==> src/design/assert_macros.svh <==
// Assertion macros used by the interleaved index scatter top level.
`ifndef ASSERT_MACROS_SVH
`define ASSERT_MACROS_SVH

// Checked property that is switched off while reset is held.
`define IIS_ASSERT(label, clk, rstn, prop) \
    label: assert property (@(posedge clk) disable iff (!rstn) prop) \
        else $error("%m: check failed");

// Checked property that is also evaluated while reset is held.
`define IIS_ASSERT_ALWAYS(label, clk, prop) \
    label: assert property (@(posedge clk) prop) \
        else $error("%m: check failed");

`endif

==> src/design/iis_pkg.sv <==
// Shared constants, width helper and status type for the interleaved index scatter core.
package iis_pkg;

    // Defaults for the top-level parameters.
    localparam int IIS_INDEX_WIDTH     = 32;
    localparam int IIS_MAX_GROUP_COUNT = 65536;
    localparam int IIS_MAX_GROUP_SIZE  = 1024;

    // Depth of the queue between the front and back ends.
    localparam int IIS_QUEUE_DEPTH = 4;

    // Fixed field widths of the external channels.
    localparam int IIS_VALUE_W = 32;
    localparam int IIS_COUNT_IN_W = 17;
    localparam int IIS_SIZE_IN_W = 11;

    // Bits needed to hold the values 0 .. n-1, never fewer than one.
    function automatic int iis_width(input int n);
        return (n <= 1) ? 1 : $clog2(n);
    endfunction

    // Fill status reported by the queue.
    typedef struct packed {
        logic full;
        logic empty;
    } iis_q_status_t;

endpackage

==> src/design/iis_queue.sv <==
// Small register-based FIFO that decouples the front end from the back end.
module iis_queue
    import iis_pkg::*;
#(
    parameter int DATA_W = 8,
    parameter int DEPTH  = IIS_QUEUE_DEPTH
) (
    input  logic              aclk,
    input  logic              aresetn,
    input  logic              in_valid,
    output logic              in_ready,
    input  logic [DATA_W-1:0] in_data,
    output logic              out_valid,
    input  logic              out_ready,
    output logic [DATA_W-1:0] out_data,
    output iis_q_status_t     status
);

    localparam int AW = iis_width(DEPTH);
    localparam int LW = iis_width(DEPTH + 1);

    logic [DATA_W-1:0] mem [DEPTH];
    logic [AW-1:0]     wr_ptr_reg, wr_ptr_next;
    logic [AW-1:0]     rd_ptr_reg, rd_ptr_next;
    logic [LW-1:0]     level_reg, level_next;
    logic              push, pop;

    // Status flags follow directly from the fill level.
    assign status.full  = (level_reg == LW'(DEPTH));
    assign status.empty = (level_reg == '0);

    assign in_ready  = !status.full;
    assign out_valid = !status.empty;
    assign out_data  = mem[rd_ptr_reg];

    assign push = in_valid && in_ready;
    assign pop  = out_valid && out_ready;

    // Pointer and level updates, with wrap at the last entry.
    always_comb begin
        wr_ptr_next = wr_ptr_reg;
        rd_ptr_next = rd_ptr_reg;
        level_next  = level_reg;
        if (push) begin
            wr_ptr_next = (wr_ptr_reg == AW'(DEPTH - 1)) ? '0 : wr_ptr_reg + AW'(1);
        end
        if (pop) begin
            rd_ptr_next = (rd_ptr_reg == AW'(DEPTH - 1)) ? '0 : rd_ptr_reg + AW'(1);
        end
        if (push && !pop) begin
            level_next = level_reg + LW'(1);
        end else if (pop && !push) begin
            level_next = level_reg - LW'(1);
        end
    end

    always_ff @(posedge aclk) begin
        if (!aresetn) begin
            wr_ptr_reg <= '0;
            rd_ptr_reg <= '0;
            level_reg  <= '0;
        end else begin
            wr_ptr_reg <= wr_ptr_next;
            rd_ptr_reg <= rd_ptr_next;
            level_reg  <= level_next;
        end
    end

    // Storage is written on every pushed beat.
    always_ff @(posedge aclk) begin
        if (push) begin
            mem[wr_ptr_reg] <= in_data;
        end
    end

endmodule

==> src/design/iis_front.sv <==
// Front end: limits count and size, tracks group and element counters, forms the products.
module iis_front
    import iis_pkg::*;
#(
    parameter int INDEX_WIDTH     = IIS_INDEX_WIDTH,
    parameter int MAX_GROUP_COUNT = IIS_MAX_GROUP_COUNT,
    parameter int MAX_GROUP_SIZE  = IIS_MAX_GROUP_SIZE,
    localparam int GRP_W = iis_width(MAX_GROUP_COUNT)
) (
    input  logic                      aclk,
    input  logic                      aresetn,
    input  logic                      s_valid,
    output logic                      s_ready,
    input  logic [IIS_VALUE_W-1:0]    s_row_value,
    input  logic [IIS_COUNT_IN_W-1:0] s_group_count,
    input  logic [IIS_SIZE_IN_W-1:0]  s_group_size,
    output logic                      out_valid,
    input  logic                      out_ready,
    output logic [IIS_VALUE_W-1:0]    out_value,
    output logic [GRP_W-1:0]          out_grp,
    output logic [INDEX_WIDTH-1:0]    out_ec,
    output logic [INDEX_WIDTH-1:0]    out_cs,
    output logic                      out_seg_end
);

    localparam int IW     = INDEX_WIDTH;
    localparam int ELEM_W = iis_width(MAX_GROUP_SIZE);
    localparam int CNT_W  = iis_width(MAX_GROUP_COUNT + 1);
    localparam int SIZE_W = iis_width(MAX_GROUP_SIZE + 1);
    localparam int EC_W   = ELEM_W + CNT_W;
    localparam int CS_W   = CNT_W + SIZE_W;

    // Counter state carried from one item to the next.
    logic [GRP_W-1:0]  grp_reg, grp_next;
    logic [ELEM_W-1:0] elem_reg, elem_next;

    logic [CNT_W-1:0]  cnt_c, cnt_m1;
    logic [SIZE_W-1:0] size_c, size_m1;
    logic [GRP_W-1:0]  grp_eff;
    logic [ELEM_W-1:0] elem_eff;
    logic              grp_last, elem_last, seg_end;

    // First stage registers.
    logic                   s1_valid_reg, s1_valid_next;
    logic [IIS_VALUE_W-1:0] s1_value_reg;
    logic [GRP_W-1:0]       s1_grp_reg;
    logic [ELEM_W-1:0]      s1_elem_reg;
    logic [CNT_W-1:0]       s1_cnt_reg;
    logic [SIZE_W-1:0]      s1_size_reg;
    logic                   s1_seg_end_reg;

    // Second stage registers.
    logic                   s2_valid_reg, s2_valid_next;
    logic [IIS_VALUE_W-1:0] s2_value_reg;
    logic [GRP_W-1:0]       s2_grp_reg;
    logic [IW-1:0]          s2_ec_reg;
    logic [IW-1:0]          s2_cs_reg;
    logic                   s2_seg_end_reg;

    logic            s1_adv, s2_take;
    logic [EC_W-1:0] ec_full;
    logic [CS_W-1:0] cs_full;

    // Handshake through the two stages.
    assign s2_take = !s2_valid_reg || out_ready;
    assign s_ready = !s1_valid_reg || s2_take;
    assign s1_adv  = s_valid && s_ready;

    // Zero is taken as one and values above the maximum are saturated.
    always_comb begin
        if (s_group_count == '0) begin
            cnt_c = CNT_W'(1);
        end else if (32'(s_group_count) > 32'(MAX_GROUP_COUNT)) begin
            cnt_c = CNT_W'(MAX_GROUP_COUNT);
        end else begin
            cnt_c = CNT_W'(s_group_count);
        end
        if (s_group_size == '0) begin
            size_c = SIZE_W'(1);
        end else if (32'(s_group_size) > 32'(MAX_GROUP_SIZE)) begin
            size_c = SIZE_W'(MAX_GROUP_SIZE);
        end else begin
            size_c = SIZE_W'(s_group_size);
        end
    end

    // Counters past their last position are held at it.
    always_comb begin
        cnt_m1  = cnt_c - CNT_W'(1);
        size_m1 = size_c - SIZE_W'(1);
        grp_eff  = (CNT_W'(grp_reg) > cnt_m1) ? GRP_W'(cnt_m1) : grp_reg;
        elem_eff = (SIZE_W'(elem_reg) > size_m1) ? ELEM_W'(size_m1) : elem_reg;
        grp_last  = (CNT_W'(grp_eff) == cnt_m1);
        elem_last = (SIZE_W'(elem_eff) == size_m1);
        seg_end   = grp_last && elem_last;
    end

    // Advance within a group, then to the next group, then to the next segment.
    always_comb begin
        grp_next  = grp_reg;
        elem_next = elem_reg;
        if (s1_adv) begin
            if (seg_end) begin
                grp_next  = '0;
                elem_next = '0;
            end else if (elem_last) begin
                grp_next  = grp_eff + GRP_W'(1);
                elem_next = '0;
            end else begin
                grp_next  = grp_eff;
                elem_next = elem_eff + ELEM_W'(1);
            end
        end
    end

    always_comb begin
        if (s1_adv) begin
            s1_valid_next = 1'b1;
        end else if (s2_take) begin
            s1_valid_next = 1'b0;
        end else begin
            s1_valid_next = s1_valid_reg;
        end
        if (s1_valid_reg && s2_take) begin
            s2_valid_next = 1'b1;
        end else if (out_ready) begin
            s2_valid_next = 1'b0;
        end else begin
            s2_valid_next = s2_valid_reg;
        end
    end

    always_ff @(posedge aclk) begin
        if (!aresetn) begin
            grp_reg      <= '0;
            elem_reg     <= '0;
            s1_valid_reg <= 1'b0;
            s2_valid_reg <= 1'b0;
        end else begin
            grp_reg      <= grp_next;
            elem_reg     <= elem_next;
            s1_valid_reg <= s1_valid_next;
            s2_valid_reg <= s2_valid_next;
        end
    end

    // First stage captures the resolved position of the beat.
    always_ff @(posedge aclk) begin
        if (s1_adv) begin
            s1_value_reg   <= s_row_value;
            s1_grp_reg     <= grp_eff;
            s1_elem_reg    <= elem_eff;
            s1_cnt_reg     <= cnt_c;
            s1_size_reg    <= size_c;
            s1_seg_end_reg <= seg_end;
        end
    end

    // Element offset and segment length, reduced to the index width.
    assign ec_full = EC_W'(s1_elem_reg) * EC_W'(s1_cnt_reg);
    assign cs_full = CS_W'(s1_cnt_reg) * CS_W'(s1_size_reg);

    always_ff @(posedge aclk) begin
        if (s1_valid_reg && s2_take) begin
            s2_value_reg   <= s1_value_reg;
            s2_grp_reg     <= s1_grp_reg;
            s2_ec_reg      <= IW'(ec_full);
            s2_cs_reg      <= IW'(cs_full);
            s2_seg_end_reg <= s1_seg_end_reg;
        end
    end

    assign out_valid   = s2_valid_reg;
    assign out_value   = s2_value_reg;
    assign out_grp     = s2_grp_reg;
    assign out_ec      = s2_ec_reg;
    assign out_cs      = s2_cs_reg;
    assign out_seg_end = s2_seg_end_reg;

endmodule

==> src/design/iis_back.sv <==
// Back end: accumulates the segment base and holds the result register.
module iis_back
    import iis_pkg::*;
#(
    parameter int INDEX_WIDTH = IIS_INDEX_WIDTH,
    parameter int GRP_W       = 16
) (
    input  logic                   aclk,
    input  logic                   aresetn,
    input  logic                   in_valid,
    output logic                   in_ready,
    input  logic [IIS_VALUE_W-1:0] in_value,
    input  logic [GRP_W-1:0]       in_grp,
    input  logic [INDEX_WIDTH-1:0] in_ec,
    input  logic [INDEX_WIDTH-1:0] in_cs,
    input  logic                   in_seg_end,
    output logic                   m_valid,
    input  logic                   m_ready,
    output logic [31:0]            m_dest_position,
    output logic [IIS_VALUE_W-1:0] m_moved_value,
    output logic                   m_segment_end
);

    localparam int IW = INDEX_WIDTH;

    logic [IW-1:0]          base_reg, base_next;
    logic                   out_valid_reg, out_valid_next;
    logic [31:0]            dest_reg;
    logic [IIS_VALUE_W-1:0] value_reg;
    logic                   seg_end_reg;
    logic                   pop;
    logic [IW-1:0]          dest_sum;

    // A new beat is taken whenever the result register is free or draining.
    assign in_ready = !out_valid_reg || m_ready;
    assign pop      = in_valid && in_ready;

    // Destination and next base, both modulo the index width.
    assign dest_sum  = base_reg + IW'(in_grp) + in_ec;
    assign base_next = (pop && in_seg_end) ? base_reg + in_cs : base_reg;

    always_comb begin
        if (pop) begin
            out_valid_next = 1'b1;
        end else if (m_ready) begin
            out_valid_next = 1'b0;
        end else begin
            out_valid_next = out_valid_reg;
        end
    end

    always_ff @(posedge aclk) begin
        if (!aresetn) begin
            base_reg      <= '0;
            out_valid_reg <= 1'b0;
        end else begin
            base_reg      <= base_next;
            out_valid_reg <= out_valid_next;
        end
    end

    always_ff @(posedge aclk) begin
        if (pop) begin
            dest_reg    <= 32'(dest_sum);
            value_reg   <= in_value;
            seg_end_reg <= in_seg_end;
        end
    end

    assign m_valid         = out_valid_reg;
    assign m_dest_position = dest_reg;
    assign m_moved_value   = value_reg;
    assign m_segment_end   = seg_end_reg;

endmodule

==> src/design/interleaved_index_scatter_core.sv <==
// Top level of the interleaved index scatter core.
//
// Channel   Direction  Beat contents
// s_        in         row_value, group_count, group_size
// m_        out        dest_position, moved_value, segment_end
//
// One beat is taken every cycle while m_ is not stalled; a result passes the front-end
// stages, the queue and the result register in turn. The rate is set by the counter update
// in the front end and the base accumulation in the back end.
// Reset clears the counters, the segment base and all valid flags.
// A stall on m_ fills the result register, the queue and the front-end stages before s_ready drops.
`include "assert_macros.svh"

module interleaved_index_scatter_core
    import iis_pkg::*;
#(
    parameter int INDEX_WIDTH     = IIS_INDEX_WIDTH,
    parameter int MAX_GROUP_COUNT = IIS_MAX_GROUP_COUNT,
    parameter int MAX_GROUP_SIZE  = IIS_MAX_GROUP_SIZE
) (
    input  logic                      aclk,
    input  logic                      aresetn,
    input  logic                      s_valid,
    output logic                      s_ready,
    input  logic [IIS_VALUE_W-1:0]    s_row_value,
    input  logic [IIS_COUNT_IN_W-1:0] s_group_count,
    input  logic [IIS_SIZE_IN_W-1:0]  s_group_size,
    output logic                      m_valid,
    input  logic                      m_ready,
    output logic [31:0]               m_dest_position,
    output logic [IIS_VALUE_W-1:0]    m_moved_value,
    output logic                      m_segment_end
);

    localparam int IW    = INDEX_WIDTH;
    localparam int GRP_W = iis_width(MAX_GROUP_COUNT);
    localparam int ENT_W = IIS_VALUE_W + GRP_W + 2 * IW + 1;

    logic                   f_valid, f_ready;
    logic [IIS_VALUE_W-1:0] f_value;
    logic [GRP_W-1:0]       f_grp;
    logic [IW-1:0]          f_ec, f_cs;
    logic                   f_seg_end;
    logic [ENT_W-1:0]       q_in, q_out;
    logic                   q_valid, q_ready;
    iis_q_status_t          q_stat;

    // Front end: counters and products.
    iis_front #(
        .INDEX_WIDTH    (INDEX_WIDTH),
        .MAX_GROUP_COUNT(MAX_GROUP_COUNT),
        .MAX_GROUP_SIZE (MAX_GROUP_SIZE)
    ) u_front (
        .aclk         (aclk),
        .aresetn      (aresetn),
        .s_valid      (s_valid),
        .s_ready      (s_ready),
        .s_row_value  (s_row_value),
        .s_group_count(s_group_count),
        .s_group_size (s_group_size),
        .out_valid    (f_valid),
        .out_ready    (f_ready),
        .out_value    (f_value),
        .out_grp      (f_grp),
        .out_ec       (f_ec),
        .out_cs       (f_cs),
        .out_seg_end  (f_seg_end)
    );

    // Queue entry layout, from the top: value, group, offset, length, end flag.
    assign q_in = {f_value, f_grp, f_ec, f_cs, f_seg_end};

    iis_queue #(
        .DATA_W(ENT_W),
        .DEPTH (IIS_QUEUE_DEPTH)
    ) u_queue (
        .aclk     (aclk),
        .aresetn  (aresetn),
        .in_valid (f_valid),
        .in_ready (f_ready),
        .in_data  (q_in),
        .out_valid(q_valid),
        .out_ready(q_ready),
        .out_data (q_out),
        .status   (q_stat)
    );

    // Back end: base accumulation and result register.
    iis_back #(
        .INDEX_WIDTH(INDEX_WIDTH),
        .GRP_W      (GRP_W)
    ) u_back (
        .aclk           (aclk),
        .aresetn        (aresetn),
        .in_valid       (q_valid),
        .in_ready       (q_ready),
        .in_value       (q_out[ENT_W-1 -: IIS_VALUE_W]),
        .in_grp         (q_out[2*IW+GRP_W -: GRP_W]),
        .in_ec          (q_out[2*IW -: IW]),
        .in_cs          (q_out[IW -: IW]),
        .in_seg_end     (q_out[0]),
        .m_valid        (m_valid),
        .m_ready        (m_ready),
        .m_dest_position(m_dest_position),
        .m_moved_value  (m_moved_value),
        .m_segment_end  (m_segment_end)
    );

    // The queue can never report full and empty at once.
    `IIS_ASSERT(a_q_flags, aclk, aresetn, !(q_stat.full && q_stat.empty))
    // With one pop per cycle a full queue cannot be empty in the cycle after.
    `IIS_ASSERT(a_q_drain, aclk, aresetn, q_stat.full |=> !q_stat.empty)
    // Reset empties the result register.
    `IIS_ASSERT_ALWAYS(a_rst_out, aclk, !aresetn |=> !m_valid)

endmodule

==> config.mk <==
export PLATFORM = sky130hd
export DESIGN_NAME = interleaved_index_scatter_core
export DESIGN_NICKNAME = d
export VERILOG_FILES = /design/src/design/iis_pkg.sv /design/src/design/iis_queue.sv /design/src/design/iis_front.sv /design/src/design/iis_back.sv /design/src/design/interleaved_index_scatter_core.sv
export VERILOG_INCLUDE_DIRS = /design/src /design/src/design
export SDC_FILE = /design/constraint.sdc
export NUM_CORES = 2
export LEC_CHECK = 0
export BUFFER_PORTS_ARGS = -buffer_cell sky130_fd_sc_hd__buf_2
export CORE_MARGIN = 5
export CORE_UTILIZATION = 55
export DETAILED_ROUTE_END_ITERATION = 16
export PLACE_DENSITY = 0.87
export SETUP_SLACK_MARGIN = 0.3
export SYNTH_ARGS = -nofsm -noshare
export SYNTH_HDL_FRONTEND = slang
export SYNTH_SLANG_ARGS = --single-unit
==> constraint.sdc <==
create_clock -name aclk -period 6.7 [get_ports aclk]
set_clock_uncertainty 0.1 [all_clocks]
set_input_delay 1.34 -clock aclk [delete_from_list [all_inputs] [get_ports aclk]]
set_output_delay 1.34 -clock aclk [all_outputs]
set_load 0.005 [all_outputs]
==> impl_metrics.csv <==
group,metric,value,unit
yosys,postSynth.asyncResetShare,0,
route,wl_per_cell,23.7,um
layout,sequential_cell_area,21600,um^2
yosys,synth.largest_area_cell,"edfxtp_1",
route,antenna_left,0,
worst_hold_path,hold-path-cell-count,0,
setup_path,timing.critical_path.cells,"nand2_1 > fa_1 > fa_1 > fa_1 > inv_1 > fa_1 > fa_1 > ha_1 > a21oi_1 > o21ai_0 > o41ai_2 > a21oi_1 > nor3_1 > nor2_1 > nor2_1 > xnor2_1",
setup_path,startpoint_type,"flop",
pwr,share_comb_of_total_power,0.420,
pwr,pwr-share-clk,0.231,
clocking,cts_inserted_buffers,75,
die,dieArea,83800,um^2
route,via_count,27700,
worst_hold_path,min-delay-path-class,"reg2reg",
yosys,synth_top_area_frac,0.470,
clocking,tritoncts_clock_tree,"done",
global_routing,grt_overflow,0,
layout,drive_above_1_share,0.149,
yosys,yosys.area_share.xor_xnor,0.0282,
yosys,synth_compound_area_frac,0.0718,
sta,setup_violations,0,
clocking,cts_hold_buf,0,
yosys,simple_gate_share_of_the_synthesized_area,0.101,
yosys,synth_enable_flop_cells,672,
sta,timing.fmax,0.162,GHz
yosys,yosysWarnings,0,
layout,multiInputGateArea,19700,um^2
yosys,synth_cells,3269,
clocking,worstSkewPairLatency,0.64,ns
sta,report.final.hold_viol_count,0,
place,place.detailed.instances,4389,
die,initial_utilization,0.555,
yosys,synth_nets,3833,
place,dpl_cell_area,45100,um^2
setup_path,worstSetupEndpointType,"flop",
worst_hold_path,hold-path-endpoint,"u_front.out_grp[15]$_DFFE_PP_",
die,fp-row-count,102,
layout,area.growth.synth_to_final,11.4,%
yosys,yosys_register_bits,742,
yosys,yosys_most_used_dff,"edfxtp_1",
layout,final.fill_count,5329,
route,drcViolationCount,0,
pwr,powerDensity,395,nW/um^2
setup_path,timing.reg2reg.worst_path_depth,16,
clocking,maximum_clock_path_buffer_count,3,
yosys,synth_adder_area_share,0.193,
setup_path,cp_slowest_stage_delay,0.84,ns
yosys,synth_cell_type_count,95,
sta,slew-limit-headroom,0.143,
place,port-buffer-count,130,
clocking,clkSlewWorstSetupHoldPaths,0.07,ns
global_routing,grtUsageTotal,0.259,
route,viasPerCell,6.09,
setup_path,slowest_stage,"edfxtp_1",
sta,layout_min_cycle_time,6.19,ns
pwr,leakage_dissipation,18.7,nW
pwr,intPower,11.8,mW
clocking,cts_sinks,742,
clocking,cts_root_buf,"clkbuf_16",
flow_run,reported_max_cap_violation_count,0,
route,detail_route.first_pass.iterations,9,
global_routing,grt_antenna_before_repair,1,
pwr,p_switching,7.06,mW
die,die_height,290,um
global_routing,grt_max_degree,73,
sta,final.setup.tns,0,ns
yosys,synthTopCellsByArea,"edfxtp_1 47%, fa_1 13%, ha_1 6.7%",
yosys,dominant_combinational_cell_family_by_area_after_synthesis,"adder cells",
layout,largest-register,"u_queue.mem",
die,die_w,290,um
outcome,status,"finished clean",
clocking,ctsHtreeMaxLevel,3,
route,drt_iter0_drc,3363,
setup_path,path_max_fanout,17,
layout,non_filler_cell_area_final,47900,um^2
yosys,synth_area,43000,um^2
yosys,yosysSeqAreaShare,0.502,
worst_hold_path,min-delay-start,"u_front.s1_grp_reg[15]$_DFFE_PP_",
place,place.gp.congestion,0.951,
setup_path,reg2reg_end,"u_front.out_ec[21]$_DFFE_PP_",
setup_path,reg2reg_from,"u_front.s1_elem_reg[8]$_DFFE_PP_",
pwr,vdd_ir_drop_max,0.000258,V
pwr,p_seq_frac,0.349,
sta,rsz0062_at_grt,"no",
global_routing,first_pass_grt_wire_length,168,mm
setup_path,cp_data_arrival_time,6.44,ns
route,drt_wl_total,108,mm
layout,largest_register_ff_count,416,
global_routing,grt_pass1_vias,28700,
die,design.core.area,77500,um^2
sta,worst_slew_pin_slew,1.28,ns
yosys,multiplexer_area_fraction_after_synthesis,0.0619,
layout,finish.cell_count_without_fillers,4551,
setup_path,critical_path.most_common_cell,"fa_1",
die,design.portCount,131,
sta,post-route-period-util,0.924,
sta,report.final.slew_viol_count,0,
layout,nets,4011,
setup_path,ff2ff_setup_slack,0.51,ns
setup_path,cp_data_required_time,6.95,ns
pwr,p_sw_frac,0.373,
place,dp_hpwl,70.0,mm
yosys,syn_avg_cell_area,13.1,um^2
setup_path,critical_path_class,"reg2reg",
[logic make-up after synthesis]
logic type	after synthesis
multiplexers	135
buffers and inverters	466
XOR/XNOR	135
AND/OR/NAND/NOR	855
adder cells (fa/ha/maj)	500
flip-flops	742
AO/OA/AOI/OAI	436
[cell type report]
class	count	area share
Antenna cell	1	0.0000523
Timing Repair Buffer	229	0.0295
Sequential cell	742	0.451
Clock buffer	93	0.0419
Inverter	338	0.0266
Clock inverter	47	0.0120
Tap cell	1040	0.0272
Multi-Input combinational cell	2061	0.412
[what timing repair did]
| action | CTS | global route |
|---|---|---|
| buffers inserted | 5 | 16 |
| gates resized for setup | 0 | 9 |
| setup endpoints to repair | 1 | 14 |
| pin swaps | 0 | 0 |
[synth_stat cells, drive strengths merged (14+ instances only)]
cell / number
or3: 21
dfxtp: 70
a21o: 37
a22o: 14
mux2i: 25
nand2: 297
nand3: 39
xnor2: 95
a211oi: 14
o21a: 37
o211ai: 16
buf: 30
mux4: 104
nor2: 112
inv: 337
nand2b: 16
a21oi: 96
fa: 271
nand4: 16
o21ai: 77
clkbuf: 98
xor2: 38
ha: 229
nor2b: 49
and2: 204
nor4: 14
edfxtp: 672
a21boi: 14
nor3: 43
[cell usage in the layout (no fill, tap or decap), types with 9 or more instances in the layout]
| cell type | n |
|---|---|
| nand2_1 | 297 |
| nand4_1 | 16 |
| o31ai_1 | 10 |
| a21boi_0 | 12 |
| a211oi_1 | 10 |
| o21a_1 | 37 |
| mux2i_1 | 24 |
| or3_1 | 21 |
| nor3_1 | 42 |
| ha_1 | 227 |
| clkinv_1 | 11 |
| mux4_2 | 104 |
| clkbuf_1 | 12 |
| nand3_1 | 39 |
| o21bai_1 | 11 |
| o211ai_1 | 16 |
| buf_2 | 130 |
| and3_1 | 12 |
| nor2b_1 | 48 |
| xnor2_1 | 95 |
| xor2_1 | 38 |
| clkbuf_16 | 75 |
| nor2_1 | 110 |
| nand2b_1 | 14 |
| a21oi_1 | 95 |
| o2111ai_1 | 9 |
| dfxtp_1 | 68 |
| fa_1 | 271 |
| clkinv_2 | 12 |
| edfxtp_1 | 672 |
| a22o_1 | 14 |
| a21o_1 | 37 |
| inv_1 | 335 |
| and2_1 | 199 |
| or2_2 | 10 |
| o21ai_0 | 74 |
| buf_4 | 97 |
[stage by stage]
step / hold WS, ns / setup slack [ns] / total power, mW / utilization
2_1_floorplan: 0.300 / 0.322 / 11.9 / -
3_3_place_gp: 0.301 / 0.231 / 13.6 / 0.582
3_5_place_dp: 0.305 / 0.193 / 14.0 / 0.582
4_1_cts: 0.314 / 0.357 / 18.8 / 0.616
5_1_grt: 0.319 / 0.294 / 19.9 / 0.618
6_report: 0.310 / 0.512 / 18.9 / 0.618
[worst max-delay path by stage]
stage          slack, ns                                to                              from  cells after the start
2_1_floorplan       0.32   u_front.grp_reg[4]$_SDFFE_PN0P_                  s_group_count[3]                     25
3_3_place_gp        0.23   u_front.grp_reg[4]$_SDFFE_PN0P_                  s_group_count[7]                     22
3_5_place_dp        0.19  u_front.elem_reg[6]$_SDFFE_PN0P_                   s_group_size[7]                     23
4_1_cts             0.36      u_front.out_ec[25]$_DFFE_PP_  u_front.s1_elem_reg[1]$_DFFE_PP_                     18
5_1_grt             0.29      u_front.out_cs[24]$_DFFE_PP_   u_front.s1_cnt_reg[4]$_DFFE_PP_                     20
6_report            0.51      u_front.out_ec[21]$_DFFE_PP_  u_front.s1_elem_reg[8]$_DFFE_PP_                     16
[worst max-delay path, delay by kind of cell (launching register included)]
kind,cells,cell delay [ns]
xor gates and xnor gates,1,0.14
DFF,1,0.84
AOI/OAI and AO/OA,4,1.16
buffers and inverters,1,0.06
adders and majority gates,6,2.76
and+or+nand+nor,4,0.81
[layer usage]
| layer | GRT usage | part of all wire |
|---|---|---|
| met1 | 0.339 | 0.37 |
| met2 | 0.454 | 0.51 |
| met3 | 0.0358 | 0.085 |
| met4 | 0.0847 | 0.036 |
| met5 | 0 | 0 |
[power groups by stage]
stage          Clock, mW  Sequential (mW)  Combinational (mW)
5_1_grt             4.61             6.66                8.68
6_report            4.36             6.60                7.94
3_5_place_dp           0             6.66                7.37
3_3_place_gp           0             6.60                7.01
2_1_floorplan          0             6.47                5.39
4_1_cts             4.40             6.60                7.80
Note: power is estimated with default switching activity, not from simulation.
